`src/hw/rtl/crrs_pkg.sv`:
```
// Package for circle_ring_row_spans: widths, payload structs between pipeline
// segments, coordinate saturation and the one-digit square root step.
// No dependencies.
package crrs_pkg;

    // Radius width in bits; radius and thickness use their low RADIUS_BITS bits
    localparam int RADIUS_BITS = 11;
    localparam int RB          = RADIUS_BITS;

    // Fixed field widths
    localparam int COORD_W  = 20;
    localparam int DIM_W    = 11;
    localparam int DY_W     = 12;
    localparam int COLOR_W  = 32;
    localparam int CFG_W    = 20;
    localparam int IN_W     = 112;
    localparam int OUT_W    = 136;

    // Derived widths: compare width, radicand, root accumulator, span sum
    localparam int CMP_W = (RB > DY_W) ? RB : DY_W;
    localparam int NW    = 2 * RB;
    localparam int RW    = 2 * RB + 1;
    localparam int SW    = 22;

    localparam int COORD_MAX = 524287;
    localparam int COORD_MIN = -524288;

    // Configuration register indexes
    localparam logic [0:0] REG_CAMERA_X = 1'b0;
    localparam logic [0:0] REG_CAMERA_Y = 1'b1;

    // Span counts
    localparam logic [1:0] SPANS_NONE = 2'd0;
    localparam logic [1:0] SPANS_ONE  = 2'd1;
    localparam logic [1:0] SPANS_TWO  = 2'd2;

    typedef logic signed [COORD_W-1:0] t_coord;

    // Fields that ride alongside the square roots
    typedef struct packed {
        t_coord               cx;
        t_coord               row_y;
        logic                 dz;
        logic [1:0]           count;
        logic [COLOR_W-1:0]   color;
    } t_side;

    // Front segment result: radicands for outer and inner circle
    typedef struct packed {
        t_side           side;
        logic [NW-1:0]   n_out;
        logic [NW-1:0]   n_in;
    } t_rad;

    // One square root lane in flight
    typedef struct packed {
        logic [NW-1:0] rem;
        logic [RW-1:0] root;
    } t_lane;

    // Root segment result: raw half-widths in pixels
    typedef struct packed {
        t_side           side;
        logic [RB-1:0]   d_out;
        logic [RB-1:0]   d_in;
    } t_half;

    // Clamp to the Q16.4 coordinate range
    function automatic t_coord sat20(input logic signed [SW-1:0] v);
        t_coord res;
        if (v > $signed(SW'(COORD_MAX))) begin
            res = t_coord'(COORD_MAX);
        end else if (v < $signed(SW'(COORD_MIN))) begin
            res = t_coord'(COORD_MIN);
        end else begin
            res = v[COORD_W-1:0];
        end
        return res;
    endfunction

    // One digit of the restoring square root, trial bit at 2^sh
    function automatic t_lane sqrt_step(input t_lane a, input int sh);
        t_lane         res;
        logic [RW-1:0] bitv;
        logic [RW:0]   need;
        bitv = RW'(1) << sh;
        need = {1'b0, a.root} + {1'b0, bitv};
        if ({{(RW + 1 - NW){1'b0}}, a.rem} >= need) begin
            res.rem  = a.rem - need[NW-1:0];
            res.root = (a.root >> 1) + bitv;
        end else begin
            res.rem  = a.rem;
            res.root = a.root >> 1;
        end
        return res;
    endfunction

endpackage

```
`src/hw/rtl/crrs_front.sv`:
```
// Front segment: camera offset, row classification, squares and radicands.
// Four register stages. Depends on crrs_pkg.
module crrs_front (
    input  logic                          i_clk,
    input  logic                          i_rst_n,
    input  crrs_pkg::t_coord              i_cam_x,
    input  crrs_pkg::t_coord              i_cam_y,
    input  logic                          i_valid,
    output logic                          o_ready,
    input  crrs_pkg::t_coord              i_center_x,
    input  crrs_pkg::t_coord              i_center_y,
    input  logic [crrs_pkg::DIM_W-1:0]    i_radius,
    input  logic [crrs_pkg::DIM_W-1:0]    i_thickness,
    input  logic signed [crrs_pkg::DY_W-1:0] i_row_offset,
    input  logic [crrs_pkg::COLOR_W-1:0]  i_color,
    output logic                          o_valid,
    input  logic                          i_ready,
    output crrs_pkg::t_rad                o_rad
);
    import crrs_pkg::*;

    logic [3:0] r_v;
    logic [3:0] en;

    // Stage A registers
    t_coord                  r_a_cx, r_a_cy;
    logic [RB-1:0]           r_a_r, r_a_t;
    logic signed [DY_W-1:0]  r_a_dy;
    logic [COLOR_W-1:0]      r_a_color;

    // Stage B registers
    t_side                   r_b_side;
    logic [RB-1:0]           r_b_r, r_b_ir, r_b_ady;

    // Stage C registers
    t_side                   r_c_side;
    logic [NW-1:0]           r_c_rr, r_c_ii, r_c_dd;

    // Stage D register
    t_rad                    r_d;

    // Stage A logic
    logic signed [SW-1:0]    n_cx_w, n_cy_w;
    // Stage B logic
    logic [DY_W-1:0]         ady;
    logic [RB-1:0]           ir;
    logic                    span, ring;
    t_side                   n_b_side;

    // Advance a stage when it is empty or its successor advances
    always_comb begin
        en[3] = !r_v[3] || i_ready;
        en[2] = !r_v[2] || en[3];
        en[1] = !r_v[1] || en[2];
        en[0] = !r_v[0] || en[1];
    end
    assign o_ready = en[0];
    assign o_valid = r_v[3];
    assign o_rad   = r_d;

    always_ff @(posedge i_clk) begin
        if (!i_rst_n) begin
            r_v <= '0;
        end else begin
            if (en[0]) r_v[0] <= i_valid;
            if (en[1]) r_v[1] <= r_v[0];
            if (en[2]) r_v[2] <= r_v[1];
            if (en[3]) r_v[3] <= r_v[2];
        end
    end

    // Stage A: subtract camera offset with saturation
    assign n_cx_w = SW'(i_center_x) - SW'(i_cam_x);
    assign n_cy_w = SW'(i_center_y) - SW'(i_cam_y);

    always_ff @(posedge i_clk) begin
        if (en[0]) begin
            r_a_cx    <= sat20(n_cx_w);
            r_a_cy    <= sat20(n_cy_w);
            r_a_r     <= RB'(i_radius);
            r_a_t     <= RB'(i_thickness);
            r_a_dy    <= i_row_offset;
            r_a_color <= i_color;
        end
    end

    // Stage B: classify the row as empty, filled or ring, and place row_y
    always_comb begin
        ady  = r_a_dy[DY_W-1] ? DY_W'(-r_a_dy) : DY_W'(r_a_dy);
        ir   = r_a_r - r_a_t;
        span = (r_a_r != '0) && (CMP_W'(ady) < CMP_W'(r_a_r));
        ring = span && (r_a_t != '0) && (r_a_t < r_a_r) && (CMP_W'(ady) < CMP_W'(ir));
        n_b_side.cx    = r_a_cx;
        n_b_side.row_y = sat20(SW'(r_a_cy) + (SW'(r_a_dy) <<< 4));
        n_b_side.dz    = (r_a_dy == '0);
        n_b_side.count = ring ? SPANS_TWO : (span ? SPANS_ONE : SPANS_NONE);
        n_b_side.color = r_a_color;
    end

    always_ff @(posedge i_clk) begin
        if (en[1]) begin
            r_b_side <= n_b_side;
            r_b_r    <= r_a_r;
            r_b_ir   <= ring ? ir : '0;
            r_b_ady  <= span ? RB'(ady) : '0;
        end
    end

    // Stage C: square radius, inner radius and row offset
    always_ff @(posedge i_clk) begin
        if (en[2]) begin
            r_c_side <= r_b_side;
            r_c_rr   <= NW'(r_b_r) * NW'(r_b_r);
            r_c_ii   <= NW'(r_b_ir) * NW'(r_b_ir);
            r_c_dd   <= NW'(r_b_ady) * NW'(r_b_ady);
        end
    end

    // Stage D: form radicands r^2 - dy^2
    always_ff @(posedge i_clk) begin
        if (en[3]) begin
            r_d.side  <= r_c_side;
            r_d.n_out <= (r_c_side.count != SPANS_NONE) ? r_c_rr - r_c_dd : '0;
            r_d.n_in  <= (r_c_side.count == SPANS_TWO) ? r_c_ii - r_c_dd : '0;
        end
    end

endmodule

```
`src/hw/rtl/crrs_root.sv`:
```
// Root segment: two integer square roots, one result bit per register stage.
// RADIUS_BITS stages. Depends on crrs_pkg.
module crrs_root (
    input  logic            i_clk,
    input  logic            i_rst_n,
    input  logic            i_valid,
    output logic            o_ready,
    input  crrs_pkg::t_rad  i_rad,
    output logic            o_valid,
    input  logic            i_ready,
    output crrs_pkg::t_half o_half
);
    import crrs_pkg::*;

    logic [RB-1:0]  r_v;
    logic [RB-1:0]  en;
    t_side          r_side [RB];
    t_lane          r_lo   [RB];
    t_lane          r_li   [RB];

    // Ready chain from the last stage back to the first
    always_comb begin
        en[RB-1] = !r_v[RB-1] || i_ready;
        for (int k = RB - 2; k >= 0; k--) begin
            en[k] = !r_v[k] || en[k+1];
        end
    end
    assign o_ready = en[0];
    assign o_valid = r_v[RB-1];

    always_ff @(posedge i_clk) begin
        if (!i_rst_n) begin
            r_v <= '0;
        end else begin
            if (en[0]) r_v[0] <= i_valid;
            for (int k = 1; k < RB; k++) begin
                if (en[k]) r_v[k] <= r_v[k-1];
            end
        end
    end

    // One digit per stage, most significant first
    for (genvar g = 0; g < RB; g++) begin : g_stage
        localparam int SH = 2 * (RB - 1 - g);
        t_lane lo_in, li_in;
        t_side side_in;
        if (g == 0) begin : g_first
            always_comb begin
                lo_in.rem  = i_rad.n_out;
                lo_in.root = '0;
                li_in.rem  = i_rad.n_in;
                li_in.root = '0;
                side_in    = i_rad.side;
            end
        end else begin : g_next
            always_comb begin
                lo_in   = r_lo[g-1];
                li_in   = r_li[g-1];
                side_in = r_side[g-1];
            end
        end
        always_ff @(posedge i_clk) begin
            if (en[g]) begin
                r_side[g] <= side_in;
                r_lo[g]   <= sqrt_step(lo_in, SH);
                r_li[g]   <= sqrt_step(li_in, SH);
            end
        end
    end

    assign o_half.side  = r_side[RB-1];
    assign o_half.d_out = r_lo[RB-1].root[RB-1:0];
    assign o_half.d_in  = r_li[RB-1].root[RB-1:0];

endmodule

```
`src/hw/rtl/crrs_spans.sv`:
```
// Span segment: centre-row trim, pixel to Q16.4 scaling, span ends with
// saturation, held in the output register. Depends on crrs_pkg.
module crrs_spans (
    input  logic                          i_clk,
    input  logic                          i_rst_n,
    input  logic                          i_valid,
    output logic                          o_ready,
    input  crrs_pkg::t_half               i_half,
    output logic                          o_valid,
    input  logic                          i_ready,
    output crrs_pkg::t_coord              o_row_y,
    output logic [1:0]                    o_span_count,
    output crrs_pkg::t_coord              o_first_start,
    output crrs_pkg::t_coord              o_first_end,
    output crrs_pkg::t_coord              o_second_start,
    output crrs_pkg::t_coord              o_second_end,
    output logic [crrs_pkg::COLOR_W-1:0]  o_color_out
);
    import crrs_pkg::*;

    logic                 r_valid;
    t_coord               r_row_y, r_fs, r_fe, r_ss, r_se;
    logic [1:0]           r_count;
    logic [COLOR_W-1:0]   r_color;

    logic                 en;
    logic [RB-1:0]        d_o, d_i;
    logic signed [SW-1:0] outer, inner, cxw;
    t_coord               n_fs, n_fe, n_ss, n_se;

    assign en      = !r_valid || i_ready;
    assign o_ready = en;

    // Trim the centre row, scale to Q16.4 and place the span ends
    always_comb begin
        d_o   = (i_half.side.dz && i_half.d_out != '0) ? i_half.d_out - 1'b1 : i_half.d_out;
        d_i   = (i_half.side.dz && i_half.d_in != '0) ? i_half.d_in - 1'b1 : i_half.d_in;
        outer = $signed(SW'({d_o, 4'b0000}));
        inner = $signed(SW'({d_i, 4'b0000}));
        cxw   = SW'(i_half.side.cx);
        n_fs  = '0;
        n_fe  = '0;
        n_ss  = '0;
        n_se  = '0;
        case (i_half.side.count)
            SPANS_ONE: begin
                n_fs = sat20(cxw - outer);
                n_fe = sat20(cxw + outer);
            end
            SPANS_TWO: begin
                n_fs = sat20(cxw - outer);
                n_fe = sat20(cxw - inner);
                n_ss = sat20(cxw + inner);
                n_se = sat20(cxw + outer);
            end
            default: begin
                n_fs = '0;
            end
        endcase
    end

    always_ff @(posedge i_clk) begin
        if (!i_rst_n) begin
            r_valid <= 1'b0;
        end else if (en) begin
            r_valid <= i_valid;
        end
    end

    // Hold the result until it is taken
    always_ff @(posedge i_clk) begin
        if (en) begin
            r_row_y <= i_half.side.row_y;
            r_count <= i_half.side.count;
            r_fs    <= n_fs;
            r_fe    <= n_fe;
            r_ss    <= n_ss;
            r_se    <= n_se;
            r_color <= i_half.side.color;
        end
    end

    assign o_valid        = r_valid;
    assign o_row_y        = r_row_y;
    assign o_span_count   = r_count;
    assign o_first_start  = r_fs;
    assign o_first_end    = r_fe;
    assign o_second_start = r_ss;
    assign o_second_end   = r_se;
    assign o_color_out    = r_color;

endmodule

```
`src/hw/rtl/circle_ring_row_spans.sv`:
```
// Pipeline: four front stages, one square root stage per radius bit, one output
// register. Throughput: one item per cycle while m_axis_tready is high;
// each root stage resolves one bit of both the outer and the inner half-width.
// Reset (i_rst_n low, synchronous) empties the pipeline and clears both camera
// offsets to zero.
module circle_ring_row_spans (
    input  logic                       i_clk,
    input  logic                       i_rst_n,
    // Configuration write port
    input  logic                       i_cfg_we,
    input  logic [0:0]                 i_cfg_idx,
    input  logic [crrs_pkg::CFG_W-1:0] i_cfg_data,
    // Input items
    input  logic                       s_axis_tvalid,
    output logic                       s_axis_tready,
    // tdata: center_x[19:0], center_y[39:20], radius[50:40], thickness[61:51],
    //        row_offset[73:62], color_rgba[105:74], zero[111:106]
    input  logic [crrs_pkg::IN_W-1:0]  s_axis_tdata,
    // Result items
    output logic                       m_axis_tvalid,
    input  logic                       m_axis_tready,
    // tdata: row_y[19:0], span_count[21:20], first_start[41:22], first_end[61:42],
    //        second_start[81:62], second_end[101:82], color_out[133:102], zero[135:134]
    output logic [crrs_pkg::OUT_W-1:0] m_axis_tdata
);
    import crrs_pkg::*;

    t_coord  r_cam_x, r_cam_y;

    logic    f_valid, f_ready, h_valid, h_ready;
    t_rad    f_rad;
    t_half   h_half;

    t_coord              row_y, fs, fe, ss, se;
    logic [1:0]          count;
    logic [COLOR_W-1:0]  color;

    // Camera offset registers
    always_ff @(posedge i_clk) begin
        if (!i_rst_n) begin
            r_cam_x <= '0;
            r_cam_y <= '0;
        end else if (i_cfg_we) begin
            case (i_cfg_idx)
                REG_CAMERA_X: r_cam_x <= i_cfg_data;
                REG_CAMERA_Y: r_cam_y <= i_cfg_data;
                default:      r_cam_x <= r_cam_x;
            endcase
        end
    end

    crrs_front u_front (
        .i_clk        (i_clk),
        .i_rst_n      (i_rst_n),
        .i_cam_x      (r_cam_x),
        .i_cam_y      (r_cam_y),
        .i_valid      (s_axis_tvalid),
        .o_ready      (s_axis_tready),
        .i_center_x   (s_axis_tdata[19:0]),
        .i_center_y   (s_axis_tdata[39:20]),
        .i_radius     (s_axis_tdata[50:40]),
        .i_thickness  (s_axis_tdata[61:51]),
        .i_row_offset (s_axis_tdata[73:62]),
        .i_color      (s_axis_tdata[105:74]),
        .o_valid      (f_valid),
        .i_ready      (f_ready),
        .o_rad        (f_rad)
    );

    crrs_root u_root (
        .i_clk   (i_clk),
        .i_rst_n (i_rst_n),
        .i_valid (f_valid),
        .o_ready (f_ready),
        .i_rad   (f_rad),
        .o_valid (h_valid),
        .i_ready (h_ready),
        .o_half  (h_half)
    );

    crrs_spans u_spans (
        .i_clk          (i_clk),
        .i_rst_n        (i_rst_n),
        .i_valid        (h_valid),
        .o_ready        (h_ready),
        .i_half         (h_half),
        .o_valid        (m_axis_tvalid),
        .i_ready        (m_axis_tready),
        .o_row_y        (row_y),
        .o_span_count   (count),
        .o_first_start  (fs),
        .o_first_end    (fe),
        .o_second_start (ss),
        .o_second_end   (se),
        .o_color_out    (color)
    );

    // Pack the result item
    assign m_axis_tdata = {2'b00, color, se, ss, fe, fs, count, row_y};

endmodule
```
`config.mk`:
```
export PLATFORM = sky130hd
export DESIGN_NAME = circle_ring_row_spans
export DESIGN_NICKNAME = d
export VERILOG_FILES = /design/src/hw/rtl/crrs_pkg.sv /design/src/hw/rtl/crrs_front.sv /design/src/hw/rtl/crrs_root.sv /design/src/hw/rtl/crrs_spans.sv /design/src/hw/rtl/circle_ring_row_spans.sv
export SDC_FILE = /design/constraint.sdc
export NUM_CORES = 2
export LEC_CHECK = 0
export BUFFER_PORTS_ARGS = -buffer_cell sky130_fd_sc_hd__buf_2
export CORE_MARGIN = 2
export CORE_UTILIZATION = 65
export DETAILED_ROUTE_END_ITERATION = 10
export PLACE_DENSITY = 0.87
export SKIP_LAST_GASP = 1
export SLEW_MARGIN = 20
export SYNTH_ARGS = -nofsm -noshare
export SYNTH_HDL_FRONTEND = slang
export SYNTH_SLANG_ARGS = --single-unit
```
`constraint.sdc`:
```
create_clock -name i_clk -period 32.7 [get_ports i_clk]
set_input_delay 6.54 -clock i_clk [delete_from_list [all_inputs] [get_ports i_clk]]
set_output_delay 6.54 -clock i_clk [all_outputs]
set_load 0.01 [all_outputs]
```
# Word level (Yosys, flattened, before mapping)
# Memory sizes are Yosys's and may differ from the RTL's.
# Index checks and enable logic that the tools add are counted.
# classes
addsub,75
multipliers,3
n_lt_le_gt_ge,39
n_eq_ne,3
n_mux,82
bitwise_logic,3
reduce_logical,49
# op_table
op,n
$mux 45,44
$sub 22x22->22,22
$ge 22x24->1,20
$mux 20,9
$gt 22x20->1 const B,7
$lt 22x20->1 const B,7
$mul 11x11->22,3
$add 20x16->21,3
$add 23x1->24 const B,2
$add 23x11->24 const B,2
$add 23x13->24 const B,2
$add 23x15->24 const B,2
$add 23x17->24 const B,2
$add 23x19->24 const B,2
$add 23x3->24 const B,2
$add 23x5->24 const B,2
$add 23x7->24 const B,2
$add 23x9->24 const B,2
$add 22x1->23 const B,2
$add 22x11->23 const B,2
$add 22x13->23 const B,2
$add 22x15->23 const B,2
$add 22x17->23 const B,2
$add 22x19->23 const B,2
29 further kinds,107
# word_totals
regBits,664
mem_bits_rw,1815
inputBits,138
output_inout_bits,138
word_cells,313
mem_count,3
# mem_list
name,words,word_bits,rd,rd_ports_with_merged_regs,write_ports,line_no,source
u_root.r_side,11,75,11,0,11,crrs_root.sv:17,t_side r_side [RB];
u_root.r_li,11,45,11,0,11,crrs_root.sv:19,t_lane r_li [RB];
u_root.r_lo,11,45,11,0,11,crrs_root.sv:18,t_lane r_lo [RB];

# Logic depth before layout (Yosys ltp)
# depth
ltp_word,17
ltp_mapped,22
ltp_nobuf,21

# Hierarchy
# From an unflattened synthesis, not the netlist that was laid out.
# hier_totals
cells_unflattened,6345
hier_area_um2,92090.8
# modules_own_cells
module,instances,cells_each,area_each_um2,seq_area_each_um2
crrs_root,1,2836,51768.4,42170.4
crrs_front,1,2612,30646.9,14223.6
crrs_spans,1,741,8132.8,4043.9
circle_ring_row_spans,1,156,1542.7,800.8

# Worst setup path after synthesis
# OpenSTA, ideal clock, no wires.
# synth_timing
path_type,input-to-output
startpoint,input port m_axis_tready
endpoint,output port s_axis_tready
arrival_ns,15.189
required_time_ns,26.160
path_slack_ns,10.971
cell_stages,10
path_buffers,0
cell_sequence,nor2b_1 and2_1 inv_1 nor2_1 and2_1 inv_1 nor3_1 and3_1 and2_1 nand2_1
# synth_between
elab_chain_len,16
# synth_lines
item,line_no,source
from (decl),circle_ring_row_spans.sv:21,"input logic m_axis_tready,"
$logic_or 1x1->1,crrs_spans.sv:31,assign en = !r_valid || i_ready;
$logic_or 1x1->1,crrs_root.sv:23,en[RB-1] = !r_v[RB-1] || i_ready;
via u_root.en[10],crrs_root.sv:16,logic [RB-1:0] en;
$logic_or 1x1->1 (4 in a row),crrs_root.sv:25,en[k] = !r_v[k] || en[k+1];
via u_root.en[6],crrs_root.sv:16,
$logic_or 1x1->1 (6 in a row),crrs_root.sv:25,
$logic_or 1x1->1,crrs_front.sv:52,en[3] = !r_v[3] || i_ready;
$logic_or 1x1->1,crrs_front.sv:53,en[2] = !r_v[2] || en[3];
$logic_or 1x1->1,crrs_front.sv:54,en[1] = !r_v[1] || en[2];
$logic_or 1x1->1,crrs_front.sv:55,en[0] = !r_v[0] || en[1];
to (decl),circle_ring_row_spans.sv:15,"output logic s_axis_tready,"
# The timed path passes the listed nets, and every way through them passes these cells.

# Worst setup path after layout
# Same ends and word-level chain as after synthesis.

==> flow_summary.yaml <==
global_route:
  grt_pass1_wl_mm: 308
  grt_pass1_vias: 54000
  grtUsageTotal: 0.284
  grt_max_degree: 98
  overflow: 0
  antenna_found_initial: 5
route:
  viasPerCell: 6.08
  wl_per_cell_um: 23.2
  first_pass_iters: 10
  drtIter0Drc: 5752
  detail-route-antenna-nets: 0
  wirelength_mm: 200
  vias: 52600
  drc_errors: 0
clock_network:
  cts_tree: "yes"
  cts_buffer_depth: 3
  cts-buffers-inserted: 192
  path_clk_slew_ns: 0.07
  cts_max_level: 4
  cts.sinks: 2058
  cts_resized: 0
  clock_latency_ns: 0.87
  post_cts_buffers: 0
  clockRootBuffer: "clkbuf_16"
  cts_hold_buffers: 0
setup_path:
  rr_startpoint: "u_root.r_li[10][2]"
  cp-endpoint: "s_axis_tready"
  slowest_stage: "nor3_1"
  crit_fanout: 67
  startpoint: "m_axis_tready"
  rrSetupSlack_ns: 26.61
  rr_endpoint: "u_spans.o_second_start[9]"
  cp.required_ns: 26.16
  slowest_delay_ns: 1.02
  critical_path_class: "in2out"
  cp.arrival_ns: 11.24
  path_cells: "buf_2 -> nor2b_1 -> and2_1 -> inv_4 -> nor2_1 -> and2_1 -> inv_4 -> nor3_1 -> and3_1 -> and2_1 -> nand2_4 -> buf_2"
  crit_path_start_kind: "primary input"
  crit_top_cell: "and2_1"
  end_kind: "output pin"
  r2r_cells: 16
sta:
  timing.fmax_ghz: 0.0562
  finalClockSkew_ns: 0.0650
  period_share: 0.544
  finalSetupViolCount: 0
  slew_viol_final: 0
  period_needed_ns: 17.78
  tightest_slew_ns: 1.12
  max_slew_margin: 0.249
  worst_slack_ns: 14.92
  final_hold_viol_count: 0
  rsz0062_at_grt: "no"
  finalSetupTns_ns: 0
yosys:
  avgSynthCellArea_sq_um: 14.5
  yosysTopAreaCell: "edfxtp_1"
  synth-edff-count: 2002
  synth.distinct_cells: 98
  synth_warnings: 0
  netlist_area_sq_mm: 0.0910
  synth_area_leaders: "edfxtp_1, ha_1, fa_1, inv_1, xnor2_1"
  postSynthCellCount: 6262
  yosys.area.top_type_share: 0.660
  synth.top_cells.by_count: "edfxtp_1, inv_1, ha_1"
  async_flop_share: 0
  synthFlopType: "edfxtp_1"
  synth-seq-cells: 2058
  synth_most_common_cell: "edfxtp_1"
  synth-seq-area-share: 0.673
power_and_ir_drop:
  p_leak_uw: 0.0412
  powerDensity_mw_per_mm2: 89.0
  irDropWorstVdd_mv: 0.0671
  power_uw: 9000
placed_design:
  place.gp.congestion: 0.930
  dp_hpwl_mm: 120
  dp_slack_ns: 15.20
  io_buffers: 267
die:
  core_sq_mm: 0.139
  dieArea_sq_mm: 0.143
  pin_count: 276
  die_w_um: 378
  core.rowCount: 137
  die_h_um: 378
  initial_core_util: 0.654
finish:
  fin_nets: 7438
  drive_gt1_frac: 0.0999
  syn2layout_area_growth_pct: 11.0
  num-fill-cells: 8023
  post-route-util: 0.726
hold_path:
  hold_path.class: "reg2reg"
  whs_path_depth: 0
run:
  maxCapViolCount: 0
run_status:
  outcome: "complete, no violations"
## through the flow
step | area (sq um) | hold WS [ns] | std cells
2_1_floorplan | 91000 | 0.400 | 6263
3_3_place_gp | 94500 | 0.400 | 8301
3_5_place_dp | 94500 | 0.405 | 8301
4_1_cts | 101000 | 0.400 | 8653
5_1_grt | 101000 | 0.408 | 8654
6_report | 101000 | 0.397 | 8655
## placed cells by master (no fill, tap or decap), types with 94 or more instances in the layout
master	count
nor2_1	271
o21ai_0	215
xnor2_1	232
nor2b_1	109
nand2_1	380
buf_2	267
edfxtp_1	2002
fa_1	199
ha_1	481
clkbuf_16	194
o21a_1	94
nor3_1	117
inv_1	594
and2_1	130
xor2_1	137
a21oi_1	278
## per-layer routing
layer	wire, um	share of wire	up-vias	track usage
li1	-	-	23400	-
met1	72800	0.36	25400	0.340
met2	102000	0.51	3004	0.497
met3	14100	0.070	815	0.0485
met4	11400	0.057	2	0.144
met5	13	0.000065	-	0
## final cells by class
| cell class | instances | area, sq um | area share |
|---|---|---|---|
| antenna | 1 | 2.50 | 0.0000248 |
| tap | 1876 | 2350 | 0.0232 |
| clock inverter | 132 | 1610 | 0.0159 |
| sequential | 2058 | 61200 | 0.606 |
| timing repair buffer | 292 | 1540 | 0.0152 |
| clock buffer | 220 | 4950 | 0.0490 |
| inverter | 604 | 2290 | 0.0227 |
| multi-input combinational | 3472 | 27100 | 0.268 |
## state kept, by name (all words and copies together), names as in the netlist, 32 cells and up
name                 count
u_front.r_c_side        75
u_root.r_li            286
u_front.o_rad          119
u_root.r_side          825
u_front.r_b_side        75
u_root.r_lo            286
u_front.r_a_color       32
u_spans.o_color_out     32
## kinds of logic (layout without fill, tap and decap cells)
kind of cell | Yosys count | count (layout) | synth area share
other | 1 | 3 | 0.0000412
AOI/OAI and AO/OA | 975 | 975 | 0.0687
muxes | 19 | 19 | 0.00231
buffers and inverters | 733 | 1248 | 0.0308
DFF | 2058 | 2058 | 0.673
xor gates and xnor gates | 371 | 371 | 0.0359
and+or+nand+nor | 1416 | 1416 | 0.0788
adders and majority gates | 689 | 689 | 0.111
## how the worst min path moves through the flow
stage                              start  slack [ns]                     to
detailed placement   u_front.r_c_side[0]        0.40      u_front.o_rad[44]
global placement    u_root.r_side[9][14]        0.40  u_root.r_side[10][14]
floorplan           u_front.r_c_side[56]        0.40     u_front.o_rad[100]
CTS                 u_root.r_side[0][13]        0.40   u_root.r_side[1][13]
global route        u_root.r_side[0][13]        0.41   u_root.r_side[1][13]
finish              u_root.r_side[0][13]        0.40   u_root.r_side[1][13]
## critical path, delay by kind of cell
| family | cells | cell delay (ns) |
|---|---|---|
| AND/OR/NAND/NOR | 8 | 3.67 |
| buffers and inverters | 4 | 1.00 |
## power by group
part / switching [uW] / internal (uW)
logic: 1460 / 994
registers: 415 / 3810
clock network: 1020 / 1310
No activity file was read; power rests on OpenSTA's default activity.
